File: src/rtl/sharpen_3x3_convolution_assert.svh
// ---------------------------------------------------------------------------
// Sharpen 3x3 convolution assertion macros
// Concurrent assertion helpers. They expand to nothing in synthesis builds.
// ---------------------------------------------------------------------------
`ifndef SHARPEN_3X3_CONVOLUTION_ASSERT_SVH
`define SHARPEN_3X3_CONVOLUTION_ASSERT_SVH
`ifndef SYNTH
`define SHARP_ASSERT(lbl, prop) \
  lbl: assert property (@(posedge clk) disable iff (!rst_n) (prop)) \
    else $error("sharpen assertion failed");
`define SHARP_ASSERT_NEXT(lbl, pre, post) \
  lbl: assert property (@(posedge clk) disable iff (!rst_n) (pre) |=> (post)) \
    else $error("sharpen assertion failed");
`else
`define SHARP_ASSERT(lbl, prop)
`define SHARP_ASSERT_NEXT(lbl, pre, post)
`endif
`endif

File: src/rtl/sharp_pkg.sv
// ---------------------------------------------------------------------------
// Sharpen 3x3 package
// Shared constants, payload types and register codes.
// ---------------------------------------------------------------------------
package sharp_pkg;

  localparam int DEF_MAX_WIDTH  = 1024;
  localparam int DEF_MAX_HEIGHT = 1024;
  localparam int PIX_W          = 8;
  localparam int COORD_W        = 10;
  localparam int CFG_W          = 11;
  localparam int CFG_IDX_W      = 1;
  localparam int WIN_N          = 3;
  localparam int FIFO_DEPTH     = 8;
  localparam int RESET_WIDTH    = 640;
  localparam int RESET_HEIGHT   = 480;

  typedef logic [PIX_W-1:0]   pix_t;
  typedef logic [COORD_W-1:0] coord_t;

  // one column of the window: index 0 is the upper row
  typedef logic [WIN_N-1:0][PIX_W-1:0] col_t;

  typedef struct packed {
    coord_t row;
    coord_t col;
    pix_t   pix;
    logic   last;
  } result_t;

  typedef struct packed {
    logic    valid;
    result_t data;
  } push_t;

  typedef enum logic [CFG_IDX_W-1:0] {
    REG_FRAME_WIDTH  = 1'b0,
    REG_FRAME_HEIGHT = 1'b1
  } cfg_idx_e;

endpackage

File: src/rtl/sharp_win_cell.sv
// ---------------------------------------------------------------------------
// Sharpen window cell
// Holds one column of the 3x3 window and passes it on at every shift.
// ---------------------------------------------------------------------------
module sharp_win_cell (
  input  logic             clk,
  input  logic             rst_n,
  input  logic             clear,
  input  logic             shift,
  input  sharp_pkg::col_t  col_in,
  output sharp_pkg::col_t  col_out
);
  import sharp_pkg::*;

  col_t col_r;
  col_t col_nxt;

  // take the neighbor's column on shift, drop everything on clear
  always_comb begin
    col_nxt = col_r;
    if (clear) begin
      col_nxt = '0;
    end else if (shift) begin
      col_nxt = col_in;
    end
  end

  always_ff @(posedge clk) begin
    if (!rst_n) begin
      col_r <= '0;
    end else begin
      col_r <= col_nxt;
    end
  end

  assign col_out = col_r;

endmodule

File: config.mk
export PLATFORM = sky130hd
export DESIGN_NAME = sharp_win_cell
export DESIGN_NICKNAME = d
export VERILOG_FILES = /design/src/rtl/sharpen_3x3_convolution_assert.svh /design/src/rtl/sharp_pkg.sv /design/src/rtl/sharp_win_cell.sv
export SDC_FILE = /design/constraint.sdc
export NUM_CORES = 1
export LEC_CHECK = 0
export BUFFER_PORTS_ARGS = -buffer_cell sky130_fd_sc_hd__clkbuf_2
export CAP_MARGIN = 20
export CORE_ASPECT_RATIO = 0.8
export CORE_MARGIN = 10
export CORE_UTILIZATION = 42
export CTS_BUF_LIST = sky130_fd_sc_hd__clkbuf_16
export DETAILED_ROUTE_END_ITERATION = 10
export GPL_TIMING_DRIVEN = 0
export MAX_ROUTING_LAYER = met4
export PLACE_DENSITY = 0.77
export SKIP_LAST_GASP = 1
export SLEW_MARGIN = 20
export SYNTH_ARGS = -nofsm -noshare
export SYNTH_HDL_FRONTEND = slang
export SYNTH_SLANG_ARGS = --single-unit
File: constraint.sdc
create_clock -name clk -period 0.9 [get_ports clk]
set_clock_uncertainty 0.05 [all_clocks]
set_input_delay 0.045 -clock clk [delete_from_list [all_inputs] [get_ports clk]]
set_output_delay 0.045 -clock clk [all_outputs]
set_load 0.05 [all_outputs]
### Yosys cells after proc, flatten, opt, wreduce, memory -nomap -nowiden

Cells that the tools add are included.

* output and inout bits: 24
* register bits: 24

* reduce and logical (&&, ||, !) cells: 1
* bitwise logic cells: 1

Operators by type and width (number)
* OR reduction 2 bit: 1
* NOT 1 bit: 1

### Longest topological paths before layout

Gate-level depths: netlist (run 1).

* depth in word-level cells: 2
* depth in mapped cells: 4
* gate-level depth less buffers: 2

### Least setup slack after synthesis (run 1)

OpenSTA, ideal clock, no wires.

* path kind: flip-flop to flip-flop
* from: register col_out[0] (netlist name)
* to: register col_r (netlist bit col_out[0])
* cell stages (with the launch flop): 3
* buffers on the path: 0
* clock period less this slack: 932 ps
* arrival: 817 ps
* setup time: 65 ps
* setup slack: -32 ps
* data required time: 785 ps
* path through: dfxtp_1 -> mux2i_1 -> nor2_1

RTL lines
* end signal, assigned: RTL line sharp_win_cell.sv:32 `col_r <= col_nxt;`
* end, declared: RTL line sharp_win_cell.sv:15 `col_t col_r;`

### Worst setup path after layout (run 1)

* from: register col_r (netlist bit col_out[12])
* to: output port col_out[12] (netlist bit)

RTL lines
* end, declared: RTL line sharp_win_cell.sv:11 `output sharp_pkg::col_t col_out`

No word-level cell between the ends.

==> results of run 1 <==
[metal layers]
metal  share of wire  up-vias  wire (microns)  global-route usage
li1                -      399               -                   -
met1            0.40      346            1090               0.135
met2            0.52       35            1420               0.222
met3           0.080        0             217              0.0579
met4               0        0               0              0.0303
met5               0        -               0                   -
[cell usage after synthesis]
cell type	instances
buf_6	3
buf_12	2
mux2i_1	24
nor2_1	24
buf_2	1
dfxtp_1	24
nand2b_1	1
[power by group through the flow]
| stage | logic (mW) | registers, mW | clock network, mW |
|---|---|---|---|
| floorplan | 0.142 | 1.27 | 0 |
| global placement | 0.368 | 1.14 | 0 |
| detailed placement | 0.377 | 1.14 | 0 |
| CTS | 0.476 | 1.13 | 0.975 |
| global route | 0.514 | 1.13 | 1.00 |
| finish | 0.483 | 1.13 | 0.942 |
[cell type report]
class,count,area [sq um]
fillers,112,322
plain buffers,6,78.8
repair buffers,67,588
well taps,24,30.0
flip-flops and latches,24,510
multi-input cells,49,337
clock inverters,1,3.75
clock buffers,3,75.1
[cells by family (layout without fill, tap and decap cells)]
family,count (synthesis),count (layout),share of synthesized area
buf+inv,6,77,0.0880
simple gates,25,25,0.108
mux,24,24,0.268
flops,24,24,0.536
[layout by cell type, fill, tap and decap left out, drive strengths merged]
cell          n
mux2i        24
dlygate4sd3  17
nand2b        1
clkbuf       45
dfxtp        24
clkinv        1
nor2         24
buf          14
[worst max path at each step]
stage	cells after the start	slack (ns)	start	endpoint
6_report	1	0.03	col_out[12]$_SDFFE_PP0P_	col_out[12]
4_1_cts	1	-0.02	col_out[12]$_SDFFE_PP0P_	col_out[12]
3_5_place_dp	5	0.1	clear	col_out[21]$_SDFFE_PP0P_
3_3_place_gp	5	0.15	clear	col_out[10]$_SDFFE_PP0P_
5_1_grt	1	0.0003	col_out[13]$_SDFFE_PP0P_	col_out[13]
2_1_floorplan	2	0.13	col_out[0]$_SDFFE_PP0P_	col_out[0]$_SDFFE_PP0P_
[worst register-to-register path: cells and delay by family, from the launching register on]
| family | cells | cell delay (ns) |
|---|---|---|
| flip-flops | 1 | 0.32 |
| AND/OR/NAND/NOR | 1 | 0.07 |
| multiplexers | 1 | 0.15 |
[timing repair]
item,in CTS,in global routing
resized for setup,41,8
hold buffers,16,1
pin swaps,0,0
setup endpoints to repair,24,8
gates cloned,0,0
hold endpoints to repair,16,1
[stage by stage]
stage	cells	instance area (sq um)	power (mW)	hold WS (ns)
after floorplan	79	926	1.41	0.142
after global routing	174	1620	2.65	0.00820
after CTS	173	1610	2.58	0.00370
final	174	1620	2.55	-0.00547
after global placement	153	1210	1.51	0.229
after detailed placement	153	1210	1.52	0.239
==> reports/results.tsv, run 1 <==
metric	value	unit
Final Core Density	0.835	
row count	14	
Max Cap Viol	0	
sequential group share of total power	0.442	
post-synth top area share	0.536	
final setup violation count	0	
sequential area share after synthesis	0.536	
Hold Slack	-0.00547	ns
total gr overflow	0	
worst reg2reg path endpoint	col_out[12]$_SDFFE_PP0P_	
slowest cell on the critical path	dfxtp_2	
Clock Pin Slew Worst Setup and Hold Paths	0.06	ns
TritonCTS Buffers	3	
Syn. warnings	0	
Slew headroom	0.893	
full die area	0.00439	sq mm
Post-Syn Area	896	sq um
worst skew pair latency	0.25	ns
fin. max-slew vios	0	
reg2reg setup slack	0.20	ns
Area Growth Syn to Fin	81.1	%
dpl hpwl	1830	microns
leak pwr	0.793	nW
Top Ports	52	
I/O Buffers	50	
crit-path cells	buf_4	
crit path DAT	0.78	ns
largest cells by area after synthesis	dfxtp_1, mux2i_1, nor2_1	
nature of the critical path startpoint	flip-flop	
largest net degree at the start of global routing	14	
chip width	71.6	microns
First-pass DRT Iterations	4	
outcome	complete, but fails checks	
Initial Util	0.461	
Syn Nets	107	
drt wl/cell	15.6	microns
Crit path max-delay family	flip-flops	
Critical R2R Launch	col_out[12]$_SDFFE_PP0P_	
CTS tree	built	
Hold Vio Cnt, Final	1	
Int Power	1.94	mW
final period utilization	0.972	
layout cells sized above 1	0.553	
Core Area	0.00194	sq mm
vias in the first global route	915	
antenna violations before repair	0	
initial DRC count	26	
vias per inst	4.48	
max FFs per register	24	
Slew @ Worst Pin	0.156	ns
Comb pwr share	0.189	
clock sinks	24	
drc violations	0	
number of library cell types mapped by synthesis	7	
pre-CTS WS	0.0959	ns
Worst setup EP type	primary output	
switching share of power	0.241	
CTS H-tree depth	1	
global-route wire length before repair	4360	microns
Max clock buf depth	2	
Max IR drop VDD	0.00157	V
Nets	179	
DRT Wirelength	2720	microns
Worst EP required	0.81	ns
worst hold path class	input port to flip-flop	
Hold Crit Endpoint	col_out[18]$_SDFFE_PP0P_	
Antenna Nets Post-Route	0	
failing checks	hold timing	
Final min period	0.875	ns
Max FO, Critical Path	2	
share of total power in the clock network	0.369	
DIE HEIGHT	61.3	microns
maximum clock rate	1.14	GHz
Worst Hold Launch	col_in[18]	
Worst Reg-to-Reg Cells	2	
WP buf/inv	1	
FF+latch count, synth	24	
area leader, netlist	dfxtp_1	
post-route setup slack	0.0254	ns
crit path kind	flip-flop to primary output	
unrepaired setup endpoints after global routing	no	
Power Density	1570	mW/mm^2
Post-CTS Setup Repair Bufs	0	
Placer Congestion	0.667	
Crit path largest cell delay	0.33	ns
Syn Area/Cell	11.3	sq um
Clock Tree Root	clkbuf_16	
number of antenna diodes	0	
Sw Pwr	615	uW
Setup Total Neg Slack	0	ns
vias	780	
GRT Overall Usage	0.129	
Cells on Worst Hold Path	3	
Synth Instances	79	
Power figures use the tool's default switching activity.
==> run 2: changes to the inputs <==
GPL_TIMING_DRIVEN = default   (was 0)
==> run 2 against run 1 <==
Net effect: the run still ends with hold timing left; register-to-register slack hardly changed; count of clock-buffer cells in the layout is the same; design area is 2.5% lower; via count is 1.8% higher.
==> reports/results.tsv, run 2 (synthesis gave the netlist of run 1 again) <==
metric	value	unit
Cells on Worst Hold Path	3	
commonest non-fill, non-tap cell in the layout	clkbuf_2	
Hold Vio Cnt, Final	3	
DIE HEIGHT	61.3	microns
full die area	0.00439	sq mm
TritonCTS Buffers	3	
vias in the first global route	891	
Worst Hold Launch	col_in[15]	
Worst Reg-to-Reg Cells	2	
Area after DPL	0.00118	sq mm
Crit path max-delay family	flip-flops	
Max IR drop VDD	0.00132	V
worst reg2reg path endpoint	col_out[2]$_SDFFE_PP0P_	
Critical R2R Launch	col_out[2]$_SDFFE_PP0P_	
initial DRC count	31	
fin. max-slew vios	0	
Final Cell Area	0.00158	sq mm
final setup violation count	0	
crit path kind	flip-flop to primary output	
Power Density	1600	mW/mm^2
drt wl/cell	14.8	microns
outcome	complete, but fails checks	
number of antenna diodes	0	
crit-path cells	buf_4	
Max Cap Viol	0	
Slew headroom	0.845	
clock sinks	24	
sequential group share of total power	0.443	
final period utilization	0.979	
Area Growth Syn to Fin	76.5	%
max FFs per register	24	
footprint of the multi-input gates	337	sq um
crit path DAT	0.79	ns
nature of the critical path startpoint	flip-flop	
Sw Pwr	613	uW
worst skew pair latency	0.25	ns
Max clock buf depth	2	
unrepaired setup endpoints after global routing	yes	
Top Ports	52	
Placer Congestion	0.670	
maximum clock rate	1.13	GHz
I/O Buffers	51	
chip width	71.6	microns
DRT Wirelength	2580	microns
Comb pwr share	0.184	
Worst setup EP type	primary output	
Clock Pin Slew Worst Setup and Hold Paths	0.06	ns
Filler Cells Inserted	118	
layout cells sized above 1	0.540	
CTS tree	built	
antenna violations before repair	0	
slowest cell on the critical path	dfxtp_2	
share of total power in the clock network	0.373	
GRT Overall Usage	0.123	
most frequent cells in the layout	clkbuf_2, mux2i_1, nor2_1, dfxtp_2, dlygate4sd3_1	
reg2reg setup slack	0.21	ns
switching share of power	0.242	
Slew @ Worst Pin	0.233	ns
leak pwr	0.780	nW
failing checks	hold timing	
Initial Util	0.461	
worst hold path class	input port to flip-flop	
vias	794	
Max FO, Critical Path	2	
WP buf/inv	1	
First-pass DRT Iterations	2	
CTS H-tree depth	1	
pre-CTS WS	0.0988	ns
Worst EP required	0.81	ns
Hold Slack	-0.00725	ns
Core Area	0.00194	sq mm
Final min period	0.881	ns
largest net degree at the start of global routing	25	
Crit path largest cell delay	0.33	ns
Antenna Nets Post-Route	0	
total gr overflow	0	
dpl hpwl	1780	microns
Clock Tree Root	clkbuf_16	
post-route setup slack	0.0185	ns
row count	14	
FF+latch area	510	sq um
Hold Crit Endpoint	col_out[15]$_SDFFE_PP0P_	
Setup Total Neg Slack	0	ns
vias per inst	4.56	
global-route wire length before repair	4150	microns
Nets	179	
drc violations	0	
Int Power	1.92	mW
==> run 2: changes by cell type in the layout (fill, tap and decap cells not counted), sizes merged <==
cell,change
dlygate4sd3,+2
buf,+2
clkbuf,-4
==> run 2: worst max path at each step <==
stage,cells past startpoint,startpoint,to,slack (ns)
after floorplan,2,col_out[0]$_SDFFE_PP0P_,col_out[0]$_SDFFE_PP0P_,0.13
after global placement,4,shift,col_out[2]$_SDFFE_PP0P_,0.13
after detailed placement,4,shift,col_out[2]$_SDFFE_PP0P_,0.1
after CTS,1,col_out[1]$_SDFFE_PP0P_,col_out[1],-0.008
after global routing,1,col_out[12]$_SDFFE_PP0P_,col_out[12],-0.007
final,1,col_out[12]$_SDFFE_PP0P_,col_out[12],0.02
==> run 2: final cells by class <==
cell class | count | area share
Timing Repair Buffer | 73 | 0.396
Clock buffer | 3 | 0.0475
Multi-Input combinational cell | 49 | 0.213
Tap cell | 24 | 0.0190
Clock inverter | 1 | 0.00237
Sequential cell | 24 | 0.323
==> run 2: metal layers <==
| layer | track usage | part of all wire | vias to the layer above |
|---|---|---|---|
| met5 | - | 0 | - |
| met4 | 0.0165 | 0.0031 | 0 |
| met3 | 0.0772 | 0.11 | 2 |
| met2 | 0.204 | 0.48 | 33 |
| met1 | 0.127 | 0.41 | 358 |
| li1 | - | - | 401 |
==> run 2: per-stage QoR <==
step	hold WS (ns)	cells	power (mW)	utilization
floorplan	0.142	79	1.41	-
global placement	0.228	151	1.50	0.607
detailed placement	0.237	151	1.51	0.607
CTS	0.00213	174	2.56	0.811
global route	0.00462	174	2.64	0.813
finish	-0.00725	174	2.54	0.813
==> run 2: power groups by stage <==
stage          clock network, mW  registers (mW)  logic (mW)
6_report                   0.947            1.13       0.466
5_1_grt                     1.01            1.13       0.498
4_1_cts                    0.967            1.12       0.464
3_5_place_dp                   0            1.14       0.364
3_3_place_gp                   0            1.14       0.357
2_1_floorplan                  0            1.27       0.142
==> run 2: what timing repair did <==
item,in CTS,in global routing
pin swaps,0,0
resized for setup,35,14
endpoints found under the hold margin,19,0
setup endpoints to repair,24,13
hold buffers,19,0
buffers inserted,0,0
