<file path="src/rtl/sharpen_3x3_convolution_assert.svh">
// ---------------------------------------------------------------------------
// Sharpen 3x3 convolution assertion macros
// Concurrent assertion helpers. They expand to nothing in synthesis builds.
// ---------------------------------------------------------------------------
`ifndef SHARPEN_3X3_CONVOLUTION_ASSERT_SVH
`define SHARPEN_3X3_CONVOLUTION_ASSERT_SVH
`ifndef SYNTH
`define SHARP_ASSERT(lbl, prop) \
  lbl: assert property (@(posedge clk) disable iff (!rst_n) (prop)) \
    else $error("sharpen assertion failed");
`define SHARP_ASSERT_NEXT(lbl, pre, post) \
  lbl: assert property (@(posedge clk) disable iff (!rst_n) (pre) |=> (post)) \
    else $error("sharpen assertion failed");
`else
`define SHARP_ASSERT(lbl, prop)
`define SHARP_ASSERT_NEXT(lbl, pre, post)
`endif
`endif

</file>
<file path="src/rtl/sharp_pkg.sv">
// ---------------------------------------------------------------------------
// Sharpen 3x3 package
// Shared constants, payload types and register codes.
// ---------------------------------------------------------------------------
package sharp_pkg;

  localparam int DEF_MAX_WIDTH  = 1024;
  localparam int DEF_MAX_HEIGHT = 1024;
  localparam int PIX_W          = 8;
  localparam int COORD_W        = 10;
  localparam int CFG_W          = 11;
  localparam int CFG_IDX_W      = 1;
  localparam int WIN_N          = 3;
  localparam int FIFO_DEPTH     = 8;
  localparam int RESET_WIDTH    = 640;
  localparam int RESET_HEIGHT   = 480;

  typedef logic [PIX_W-1:0]   pix_t;
  typedef logic [COORD_W-1:0] coord_t;

  // one column of the window: index 0 is the upper row
  typedef logic [WIN_N-1:0][PIX_W-1:0] col_t;

  typedef struct packed {
    coord_t row;
    coord_t col;
    pix_t   pix;
    logic   last;
  } result_t;

  typedef struct packed {
    logic    valid;
    result_t data;
  } push_t;

  typedef enum logic [CFG_IDX_W-1:0] {
    REG_FRAME_WIDTH  = 1'b0,
    REG_FRAME_HEIGHT = 1'b1
  } cfg_idx_e;

endpackage

</file>
<file path="src/rtl/sharp_if.sv">


interface sharp_out_if;
  import sharp_pkg::*;
  logic   valid;
  logic   ready;
  coord_t out_row;
  coord_t out_col;
  pix_t   pixel_out;
  logic   last_in_run;

  modport source (output valid, output out_row, output out_col, output pixel_out,
                  output last_in_run, input ready);
  modport sink   (input valid, input out_row, input out_col, input pixel_out,
                  input last_in_run, output ready);
endinterface

</file>
<file path="src/rtl/sharp_out_fifo.sv">
// ---------------------------------------------------------------------------
// Sharpen result queue
// Small queue taking up to two results per cycle and handing out one while out_bus.ready is high.
// ---------------------------------------------------------------------------
`include "sharpen_3x3_convolution_assert.svh"

module sharp_out_fifo #(
  parameter int DEPTH = sharp_pkg::FIFO_DEPTH
) (
  input  logic                         clk,
  input  logic                         rst_n,
  input  sharp_pkg::push_t [1:0]       push,
  output logic [$clog2(DEPTH+1)-1:0]   count,
  sharp_out_if.source                  out_bus
);
  import sharp_pkg::*;

  localparam int PW    = $clog2(DEPTH);
  localparam int CNT_W = $clog2(DEPTH+1);

  result_t         mem_r [DEPTH];
  logic [PW-1:0]   wr_ptr_r, wr_ptr_nxt, rd_ptr_r, rd_ptr_nxt;
  logic [CNT_W-1:0] count_r, count_nxt;
  logic [PW-1:0]   wr_ptr_p1, wr_ptr_p2;
  logic            pop;

  function automatic logic [PW-1:0] ptr_inc(input logic [PW-1:0] p);
    ptr_inc = (p == PW'(DEPTH-1)) ? '0 : p + 1'b1;
  endfunction

  assign wr_ptr_p1 = ptr_inc(wr_ptr_r);
  assign wr_ptr_p2 = ptr_inc(wr_ptr_p1);
  assign pop       = out_bus.valid && out_bus.ready;

  // advance pointers and count; second slot is used only with the first
  always_comb begin
    wr_ptr_nxt = wr_ptr_r;
    if (push[1].valid) begin
      wr_ptr_nxt = wr_ptr_p2;
    end else if (push[0].valid) begin
      wr_ptr_nxt = wr_ptr_p1;
    end
    rd_ptr_nxt = pop ? ptr_inc(rd_ptr_r) : rd_ptr_r;
    count_nxt  = count_r + CNT_W'(push[0].valid) + CNT_W'(push[1].valid)
                 - CNT_W'(pop);
  end

  always_ff @(posedge clk) begin
    if (!rst_n) begin
      wr_ptr_r <= '0;
      rd_ptr_r <= '0;
      count_r  <= '0;
    end else begin
      wr_ptr_r <= wr_ptr_nxt;
      rd_ptr_r <= rd_ptr_nxt;
      count_r  <= count_nxt;
    end
  end

  // store results
  always_ff @(posedge clk) begin
    if (push[0].valid) begin
      mem_r[wr_ptr_r] <= push[0].data;
    end
    if (push[1].valid) begin
      mem_r[wr_ptr_p1] <= push[1].data;
    end
  end

  assign count               = count_r;
  assign out_bus.valid       = (count_r != '0);
  assign out_bus.out_row     = mem_r[rd_ptr_r].row;
  assign out_bus.out_col     = mem_r[rd_ptr_r].col;
  assign out_bus.pixel_out   = mem_r[rd_ptr_r].pix;
  assign out_bus.last_in_run = mem_r[rd_ptr_r].last;

  `SHARP_ASSERT(a_count_bound, count_r <= CNT_W'(DEPTH))
  `SHARP_ASSERT(a_no_overflow, 32'(count_r) + 32'(push[0].valid) + 32'(push[1].valid) <= DEPTH)
  `SHARP_ASSERT(a_push_packed, push[1].valid |-> push[0].valid)
  `SHARP_ASSERT_NEXT(a_pop_drains, pop && !push[0].valid, count_r == $past(count_r) - 1'b1)

endmodule

</file>
<file path="src/flat_wrapper.sv">
// flat-port wrapper written by rule: the top's interface ports become plain ports
module sharp_out_fifo_flat import sharp_pkg::*;
#(
  parameter int DEPTH = sharp_pkg::FIFO_DEPTH
)
  (clk, rst_n, push, count, out_bus_valid, out_bus_out_row, out_bus_out_col, out_bus_pixel_out, out_bus_last_in_run, out_bus_ready);
  sharp_out_if out_bus_i ();
  input  logic clk;
  input  logic rst_n;
  input  sharp_pkg::push_t [1:0] push;
  output logic [$clog2(DEPTH+1)-1:0] count;
  output wire logic [$bits(out_bus_i.valid)-1:0] out_bus_valid;
  output wire logic [$bits(out_bus_i.out_row)-1:0] out_bus_out_row;
  output wire logic [$bits(out_bus_i.out_col)-1:0] out_bus_out_col;
  output wire logic [$bits(out_bus_i.pixel_out)-1:0] out_bus_pixel_out;
  output wire logic [$bits(out_bus_i.last_in_run)-1:0] out_bus_last_in_run;
  input wire logic [$bits(out_bus_i.ready)-1:0] out_bus_ready;
  assign out_bus_valid = out_bus_i.valid;
  assign out_bus_out_row = out_bus_i.out_row;
  assign out_bus_out_col = out_bus_i.out_col;
  assign out_bus_pixel_out = out_bus_i.pixel_out;
  assign out_bus_last_in_run = out_bus_i.last_in_run;
  assign out_bus_i.ready = out_bus_ready;
  sharp_out_fifo #(.DEPTH(DEPTH)) u_core (.clk(clk), .rst_n(rst_n), .push(push), .count(count), .out_bus(out_bus_i));
endmodule
</file>
<file path="config.mk">
export PLATFORM = sky130hd
export DESIGN_NAME = sharp_out_fifo_flat
export DESIGN_NICKNAME = d
export VERILOG_FILES = /design/src/rtl/sharp_pkg.sv /design/src/rtl/sharp_if.sv /design/src/rtl/sharp_out_fifo.sv /design/src/flat_wrapper.sv
export VERILOG_INCLUDE_DIRS = /design/src /design/src/rtl
export SDC_FILE = /design/constraint.sdc
export NUM_CORES = 1
export LEC_CHECK = 0
export BUFFER_PORTS_ARGS = -buffer_cell sky130_fd_sc_hd__buf_2
export CELL_PAD_IN_SITES_DETAIL_PLACEMENT = 2
export CELL_PAD_IN_SITES_GLOBAL_PLACEMENT = 2
export CORE_ASPECT_RATIO = 0.8
export CORE_MARGIN = 2
export CORE_UTILIZATION = 49
export CTS_BUF_LIST = sky130_fd_sc_hd__clkbuf_16
export DETAILED_ROUTE_END_ITERATION = 12
export PLACE_DENSITY = 0.84
export SYNTH_ARGS = -nofsm -noshare
export SYNTH_HDL_FRONTEND = slang
export SYNTH_SLANG_ARGS = --single-unit
</file>
<file path="constraint.sdc">
create_clock -name clk -period 7.2 [get_ports clk]
set_clock_uncertainty 0.05 [all_clocks]
set_input_delay 1.44 -clock clk [delete_from_list [all_inputs] [get_ports clk]]
set_output_delay 1.44 -clock clk [all_outputs]
set_load 0.03 [all_outputs]
</file>
# Word-level counts from Yosys, hierarchy flattened
# Memory sizes are Yosys's and may differ from the RTL's. A register that Yosys moved wholly into a read port is not among the register bits.
# Cells that the tools add are included.
[word_totals] reg_bits=10 ram_bits=232 in_bits=63 output_inout_bits=34 wordCells=27 mem_count=1
[mem_list] memory="u_core.mem_r" words=8 word_bits=29 rd=1 rd_ports_with_merged_regs=1 write_ports=2 line="sharp_out_fifo.sv:21" text="result_t mem_r [DEPTH];"
[classes] add_sub_neg=6 eq_ne=3 n_mux=11 reduce_logical=3
[op_table] operator="two-way mux 3 bit" n=7
[op_table] operator="adder 3 x 1 -> 3 bit, second input constant" n=3
[op_table] operator="equality test 3 bit, second input constant" n=3
[op_table] operator="adder 4 x 1 -> 4 bit" n=2
[op_table] operator="two-way mux 1 bit" n=4
[op_table] operator="nonzero test 4 bit" n=1
[op_table] operator="subtractor 4 x 1 -> 4 bit" n=1
[op_table] operator="nonzero test 2 bit" n=1
[op_table] operator="logical AND 1 bit" n=1

# Longest topological paths before layout
# Gate-level depths: netlist of run 1.
[logic_depth] depth_word=5 depth_mapped=9 depth_no_buf=9

# Worst setup path before layout of run 1
# No wires, ideal clock.
[synth_path] path_kind="input to register" start="in push[59] (netlist bit)" end="mem u_core.mem_r[2][0] (netlist bit) (enable)" setup_ns=0.385 t_arrival_ns=2.752 t_required_ns=6.765 slack_ns=4.014 cell_stages=4 n_path_buf=1 cell_sequence="nor3b_1 > and3_1 > buf_2 > a21o_1"
[synth_lines] item="start: declaration" line="flat_wrapper.sv:10" text="input sharp_pkg::push_t [1:0] push;"
[synth_lines] item="end: declaration" line="sharp_out_fifo.sv:21"

==> results of run 1 <==
[kinds of logic after synthesis]
group,after synthesis,share of synthesized area [%]
buf+inv,50,2.29
simple gates,44,1.87
compound gates,12,0.647
flops,245,58.4
xor+xnor,2,0.142
mux,328,35.2
fa+ha+maj,13,1.44
[area by class of cell]
type | instances | area share, %
diodes | 1 | 0.0180
clock buffers | 27 | 4.86
clock inverters | 19 | 0.944
inverters | 6 | 0.162
multi-input cells | 399 | 35.2
flip-flops and latches | 245 | 52.0
well taps | 318 | 2.86
repair buffers | 105 | 3.94
[power by group]
group | switching (µW) | internal [µW] | total, µW
Clock | 576 | 744 | 1320
Sequential | 103 | 1690 | 1800
Combinational | 518 | 405 | 922
Total | 1200 | 2840 | 4040
[layout by cell type, fill, tap and decap left out, types with 4 or more instances in the layout]
cell type                   instances
sky130_fd_sc_hd__mux2_2           255
sky130_fd_sc_hd__dfxtp_1           10
sky130_fd_sc_hd__clkinv_1           6
sky130_fd_sc_hd__buf_2             96
sky130_fd_sc_hd__mux4_1             5
sky130_fd_sc_hd__nand2_2            6
sky130_fd_sc_hd__nand2_1           12
sky130_fd_sc_hd__inv_1             11
sky130_fd_sc_hd__mux2_1             6
sky130_fd_sc_hd__mux2i_1            9
sky130_fd_sc_hd__ha_1              11
sky130_fd_sc_hd__clkinv_2           6
sky130_fd_sc_hd__and2_1             4
sky130_fd_sc_hd__mux4_2            53
sky130_fd_sc_hd__clkbuf_16         27
sky130_fd_sc_hd__edfxtp_1         232
sky130_fd_sc_hd__buf_4              9
[metal layers]
layer | up-vias | wire, µm
met5 | - | 14
li1 | 2979 | -
met1 | 3780 | 14700
met3 | 73 | 1580
met4 | 2 | 1130
met2 | 239 | 18400
[state kept, by name (all words and copies together) (netlist names), named ones only]
| signal | cells |
|---|---|
| u_core.mem_r | 232 |
| u_core.count | 4 |
| u_core.rd_ptr_r | 3 |
| u_core.wr_ptr_r | 3 |
[per-stage QoR]
step | area [µm²] | total power (µW) | setup WS, ns | cells
2_1_floorplan | 12400 | 2450 | 4.01 | 694
5_1_grt | 13900 | 4170 | 2.41 | 1120
3_3_place_gp | 13100 | 2680 | 3.01 | 1073
3_5_place_dp | 13100 | 2750 | 2.69 | 1073
6_report | 13900 | 4040 | 2.62 | 1120
4_1_cts | 13900 | 4070 | 2.55 | 1119
[critical path, cell delays in order (launching register included)]
cell and delay (ns):
sky130_fd_sc_hd__dfxtp_4 0.78, sky130_fd_sc_hd__buf_4 0.62, sky130_fd_sc_hd__mux4_1 0.63, sky130_fd_sc_hd__mux2_2 0.30, sky130_fd_sc_hd__buf_2 0.19
[how the worst max path moves through the flow]
stage	slack, ns	end
5_1_grt	2.41	out_bus_out_row[9]
6_report	2.62	out_bus_pixel_out[1]
3_5_place_dp	2.69	u_core.mem_r[2][13]
2_1_floorplan	4.01	u_core.mem_r[2][0]
4_1_cts	2.55	out_bus_pixel_out[1]
3_3_place_gp	3.01	u_core.mem_r[2][17]
==> flow_metrics.env, run 1 <==
export IMPL_yosys_most_used_dff="sky130_fd_sc_hd__edfxtp_1"
export IMPL_maximum_number_of_pins_on_one_net_before_global_route_repair=59
export IMPL_timing_worst_slew_pin_value_ns=1.12
export IMPL_floorplan_initialDensity_pct=50.4
export IMPL_path_max_fanout=31
export IMPL_num_io_pins=97
export IMPL_rsz0062_at_grt="no"
export IMPL_dr_pass1_iters=5
export IMPL_pwr_density_cell_mw_per_mm2=290
export IMPL_num_fill_cells=2111
export IMPL_setup_tns_ns=0
export IMPL_final_min_clock_period_ns=4.58
export IMPL_maxSlewHeadroom_pct=25.3
export IMPL_totalWireLength_um=35800
export IMPL_rows=51
export IMPL_hold_path_class="register to register"
export IMPL_synth_cell_area_mm2=0.0124
export IMPL_floorplan_die_area_mm2=0.0265
export IMPL_setup_slack_on_the_worst_flop_to_flop_path_ns=3.14
export IMPL_clkLatencyLatePin_ns=0.53
export IMPL_period_share_pct=63.6
export IMPL_synth_async_reset_ratio_pct=0
export IMPL_clock_path_buffers=3
export IMPL_synth_top_cells_by_count="sky130_fd_sc_hd__mux2_2 (255), sky130_fd_sc_hd__edfxtp_1 (232), sky130_fd_sc_hd__mux4_2 (53), sky130_fd_sc_hd__buf_2 (31), sky130_fd_sc_hd__nand2_1 (18)"
export IMPL_power_leakage_uw=0.00475
export IMPL_post_cts_buffers=0
export IMPL_synth_top_cell_area_share_pct=56.3
export IMPL_ctsResizeCount=0
export IMPL_detail_route_vias_per_cell=6.32
export IMPL_globalRouteTotalUtil_pct=27.6
export IMPL_routabilityCongestion=0.736
export IMPL_netlist_instances=694
export IMPL_final_max_slew_viol_count=0
export IMPL_timing_rr_end="u_core.mem_r[2][9]"
export IMPL_grt_overflow_total=0
export IMPL_cts_inserted_buffers=26
export IMPL_drt_initial_drc_count=496
export IMPL_cp_required_ns=5.71
export IMPL_cts_clk_slew_worst_paths_ns=0.06
export IMPL_fin_nets=859
export IMPL_status="complete, no violations"
export IMPL_startpoint_type="register"
export IMPL_most_numerous_cell_in_the_yosys_netlist="sky130_fd_sc_hd__mux2_2"
export IMPL_detail_route_drc_violations=0
export IMPL_worstHoldPathCells=2
export IMPL_timing_worst_setup_path_type="register to output port"
export IMPL_synth_fp_nets=770
export IMPL_worstReg2RegStart="u_core.wr_ptr_r[0]"
export IMPL_worst_hold_startpoint="u_core.rd_ptr_r[1]"
export IMPL_use_met2_pct=49.0
export IMPL_cap_viol_max_count=0
export IMPL_drive_above_1_share_pct=58.1
export IMPL_port_buffers=96
export IMPL_drt_wirelength_per_cell_um=32.0
export IMPL_timing_fmax_ghz=0.218
export IMPL_timing_final_setup_violations=0
export IMPL_synthToLayoutAreaGrowth_pct=12.5
export IMPL_hpwl_um=21400
export IMPL_grt_util_met1_pct=35.0
export IMPL_number_of_register_bits_inferred_by_synthesis=245
export IMPL_m3_gr_usage_pct=3.72
export IMPL_synth_cell_type_count=39
export IMPL_timing_hold_violations_final=0
export IMPL_holdBufCountCts=0
export IMPL_crit_arrival_ns=3.09
export IMPL_seq_area_frac_synth_pct=58.4
export IMPL_postLayoutCoreUtil_pct=56.6
export IMPL_synth_enable_flop_cells=232
export IMPL_detailroute_via_count=7073
export IMPL_placeableCoreArea_mm2=0.0246
export IMPL_synthDominantAreaCellType="sky130_fd_sc_hd__edfxtp_1"
export IMPL_wire_length_of_the_first_global_routing_pass_um=53400
export IMPL_post_synth_main_area_contributors="sky130_fd_sc_hd__edfxtp_1 (56%), sky130_fd_sc_hd__mux2_2 (23%), sky130_fd_sc_hd__mux4_2 (9.6%), sky130_fd_sc_hd__dfxtp_1 (2.1%), sky130_fd_sc_hd__buf_2 (1.3%)"
export IMPL_die_w_um=182
export IMPL_htree_num_levels=1
export IMPL_seqCellArea_mm2=0.00723
export IMPL_irDropWorstVdd_mv=0.277
export IMPL_r2r_worst_path_cells=6
export IMPL_clock_root_buffer="sky130_fd_sc_hd__clkbuf_16"
export IMPL_grt_antenna_before_repair=2
export IMPL_clock_sinks=245
export IMPL_grt_busiest_layer="met2"
export IMPL_first_global_vias=8086
export IMPL_number_of_warnings_issued_by_yosys=0
export IMPL_multi_input_comb_area_mm2=0.00490
export IMPL_chipHeight_um=146
export IMPL_tritoncts="yes"
export IMPL_fin_worst_hold_slack_ns=0.447
export IMPL_final_antenna_net_count=0
export IMPL_endpoint_type_of_the_worst_setup_path="output port"
export IMPL_syn_area_per_cell_um2=17.8
Note: power is estimated with default switching activity, not from simulation.
==> run 2, diff against run 1 <==
--- a/config.mk
+++ b/config.mk
@@ -11,10 +11,10 @@
 export CELL_PAD_IN_SITES_GLOBAL_PLACEMENT = 2
 export CORE_ASPECT_RATIO = 0.8
 export CORE_MARGIN = 2
-export CORE_UTILIZATION = 49
+export CORE_UTILIZATION = 46
 export CTS_BUF_LIST = sky130_fd_sc_hd__clkbuf_16
 export DETAILED_ROUTE_END_ITERATION = 12
-export PLACE_DENSITY = 0.84
+export PLACE_DENSITY = 0.8
 export SYNTH_ARGS = -nofsm -noshare
 export SYNTH_HDL_FRONTEND = slang
 export SYNTH_SLANG_ARGS = --single-unit
==> constraint.sdc (replaced) <==
create_clock -name clk -period 4.5 [get_ports clk]
set_clock_uncertainty 0.05 [all_clocks]
set_input_delay 0.9 -clock clk [delete_from_list [all_inputs] [get_ports clk]]
set_output_delay 0.9 -clock clk [all_outputs]
set_load 0.03 [all_outputs]
==> run 2 against run 1 <==
  * Global-route usage is 3.2 points lower
  * First-iteration DRC count is 12% higher
  * Worst hold slack better by 0.0050 ns
  * Combinational power is 65% higher
  * Die area is 6.4% higher
  * Critical path depth stayed put
  * Routed wire length is 5.8% lower
  * Count of clock-buffer cells in the layout stayed put
==> flow_metrics.env, run 2 (synthesized netlist as in run 1, its figures left out) <==
export IMPL_pwr_density_cell_mw_per_mm2=455
export IMPL_cts_inserted_buffers=27
export IMPL_tritoncts="yes"
export IMPL_final_max_slew_viol_count=0
export IMPL_drive_above_1_share_pct=58.0
export IMPL_htree_num_levels=1
export IMPL_wire_length_of_the_first_global_routing_pass_um=50700
export IMPL_cp_required_ns=3.55
export IMPL_maximum_number_of_pins_on_one_net_before_global_route_repair=59
export IMPL_layout_cells_most_common_list="sky130_fd_sc_hd__mux2_2 (255), sky130_fd_sc_hd__edfxtp_1 (232), sky130_fd_sc_hd__buf_2 (96)"
export IMPL_placeableCoreArea_mm2=0.0263
export IMPL_ctsResizeCount=0
export IMPL_path_max_fanout=58
export IMPL_rows=53
export IMPL_detailroute_via_count=6980
export IMPL_floorplan_die_area_mm2=0.0282
export IMPL_detail_route_drc_violations=0
export IMPL_largest_register="u_core.mem_r"
export IMPL_cap_viol_max_count=0
export IMPL_holdBufCountCts=0
export IMPL_routabilityCongestion=0.754
export IMPL_drt_initial_drc_count=555
export IMPL_synthToLayoutAreaGrowth_pct=13.3
export IMPL_port_buffers=96
export IMPL_period_share_pct=78.1
export IMPL_first_global_vias=7903
export IMPL_post_cts_buffers=0
export IMPL_clock_path_buffers=3
export IMPL_endpoint_type_of_the_worst_setup_path="output port"
export IMPL_final_min_clock_period_ns=3.52
export IMPL_grt_antenna_before_repair=2
export IMPL_status="complete, no violations"
export IMPL_die_w_um=187
export IMPL_detail_route_vias_per_cell=5.98
export IMPL_timing_fmax_ghz=0.284
export IMPL_use_met2_pct=43.1
export IMPL_grt_overflow_total=0
export IMPL_clkLatencyLatePin_ns=0.53
export IMPL_timing_worst_setup_path_type="register to output port"
export IMPL_final_antenna_net_count=0
export IMPL_chipHeight_um=151
export IMPL_cts_clk_slew_worst_paths_ns=0.06
export IMPL_dr_pass1_iters=5
export IMPL_power_leakage_uw=0.00479
export IMPL_setup_tns_ns=0
export IMPL_fin_nets=866
export IMPL_startpoint_type="register"
export IMPL_hpwl_um=19800
export IMPL_seqCellArea_mm2=0.00723
export IMPL_crit_arrival_ns=2.57
export IMPL_mostFrequentLayoutCell="sky130_fd_sc_hd__mux2_2"
export IMPL_hold_path_class="register to register"
export IMPL_drt_wirelength_per_cell_um=28.9
export IMPL_max_ffs_per_register=232
export IMPL_m3_gr_usage_pct=3.10
export IMPL_multi_input_comb_area_mm2=0.00490
export IMPL_grt_util_met1_pct=32.5
export IMPL_floorplan_initialDensity_pct=47.0
export IMPL_final_cells=1168
export IMPL_irDropWorstVdd_mv=0.346
export IMPL_grt_busiest_layer="met2"
export IMPL_rsz0062_at_grt="no"
export IMPL_clock_sinks=245
export IMPL_timing_worst_slew_pin_value_ns=1.11
export IMPL_globalRouteTotalUtil_pct=24.4
export IMPL_timing_hold_violations_final=0
export IMPL_dpl_cell_count=1118
export IMPL_maxSlewHeadroom_pct=26.2
export IMPL_num_fill_cells=2323
export IMPL_num_io_pins=97
export IMPL_clock_root_buffer="sky130_fd_sc_hd__clkbuf_16"
export IMPL_timing_final_setup_violations=0
export IMPL_totalWireLength_um=33700
run 2: changes by cell type in the layout (fill, tap and decap cells not counted), sizes merged:
cell      delta
diode        +1
buf          +6
inv          +3
clkinvlp     +1
bufinv       -1
clkinv       -1
run 2: through the flow:
step / worst slack (ns) / area [µm²] / total power, µW / utilization [%] / hold slack [ns]
floorplan: 1.60 / 12400 / 3920 / - / 0.414
global placement: 1.26 / 13200 / 4310 / 50.2 / 0.413
detailed placement: 1.17 / 13200 / 4400 / 50.2 / 0.443
CTS: 0.926 / 14000 / 6450 / 53.2 / 0.458
global route: 0.900 / 14000 / 6620 / 53.2 / 0.493
finish: 0.984 / 14000 / 6380 / 53.2 / 0.452
run 2: area by class of cell:
class | instances | share of cell area (%)
diodes | 2 | 0.0357
multi-input cells | 399 | 35.0
clock buffers | 27 | 4.82
inverters | 6 | 0.161
well taps | 357 | 3.19
flip-flops and latches | 245 | 51.6
clock inverters | 21 | 0.812
repair buffers | 111 | 4.41
run 2: power by group:
group | switching (µW) | internal [µW] | total, µW
registers | 121 | 2710 | 2830
clock network | 902 | 1140 | 2040
logic | 853 | 663 | 1520
total | 1880 | 4500 | 6380
run 2: path summary, 6_finish.rpt:
kind / from / to / slack [ns] / cells past startpoint
min reg2reg: u_core.rd_ptr_r[1] / register / 0.45 / 2
max reg2reg: u_core.wr_ptr_r[0] / u_core.mem_r[5][19] / 1.19 / 6
max: register / out_bus_out_row[1] / 0.98 / 4
min: u_core.rd_ptr_r[1] / register / 0.45 / 2
run 2: metal layers:
| layer | vias up | wire length [µm] |
|---|---|---|
| li1 | 3000 | - |
| met1 | 3743 | 14600 |
| met2 | 191 | 17200 |
| met3 | 46 | 1350 |
| met4 | 0 | 642 |
| met5 | - | 0 |
run 2: critical path, cell delays in order, from the launching register on:
cell and delay (ns):
sky130_fd_sc_hd__dfxtp_2 0.31, sky130_fd_sc_hd__buf_4 0.70, sky130_fd_sc_hd__mux4_2 0.46, sky130_fd_sc_hd__mux2_2 0.33, sky130_fd_sc_hd__buf_2 0.19
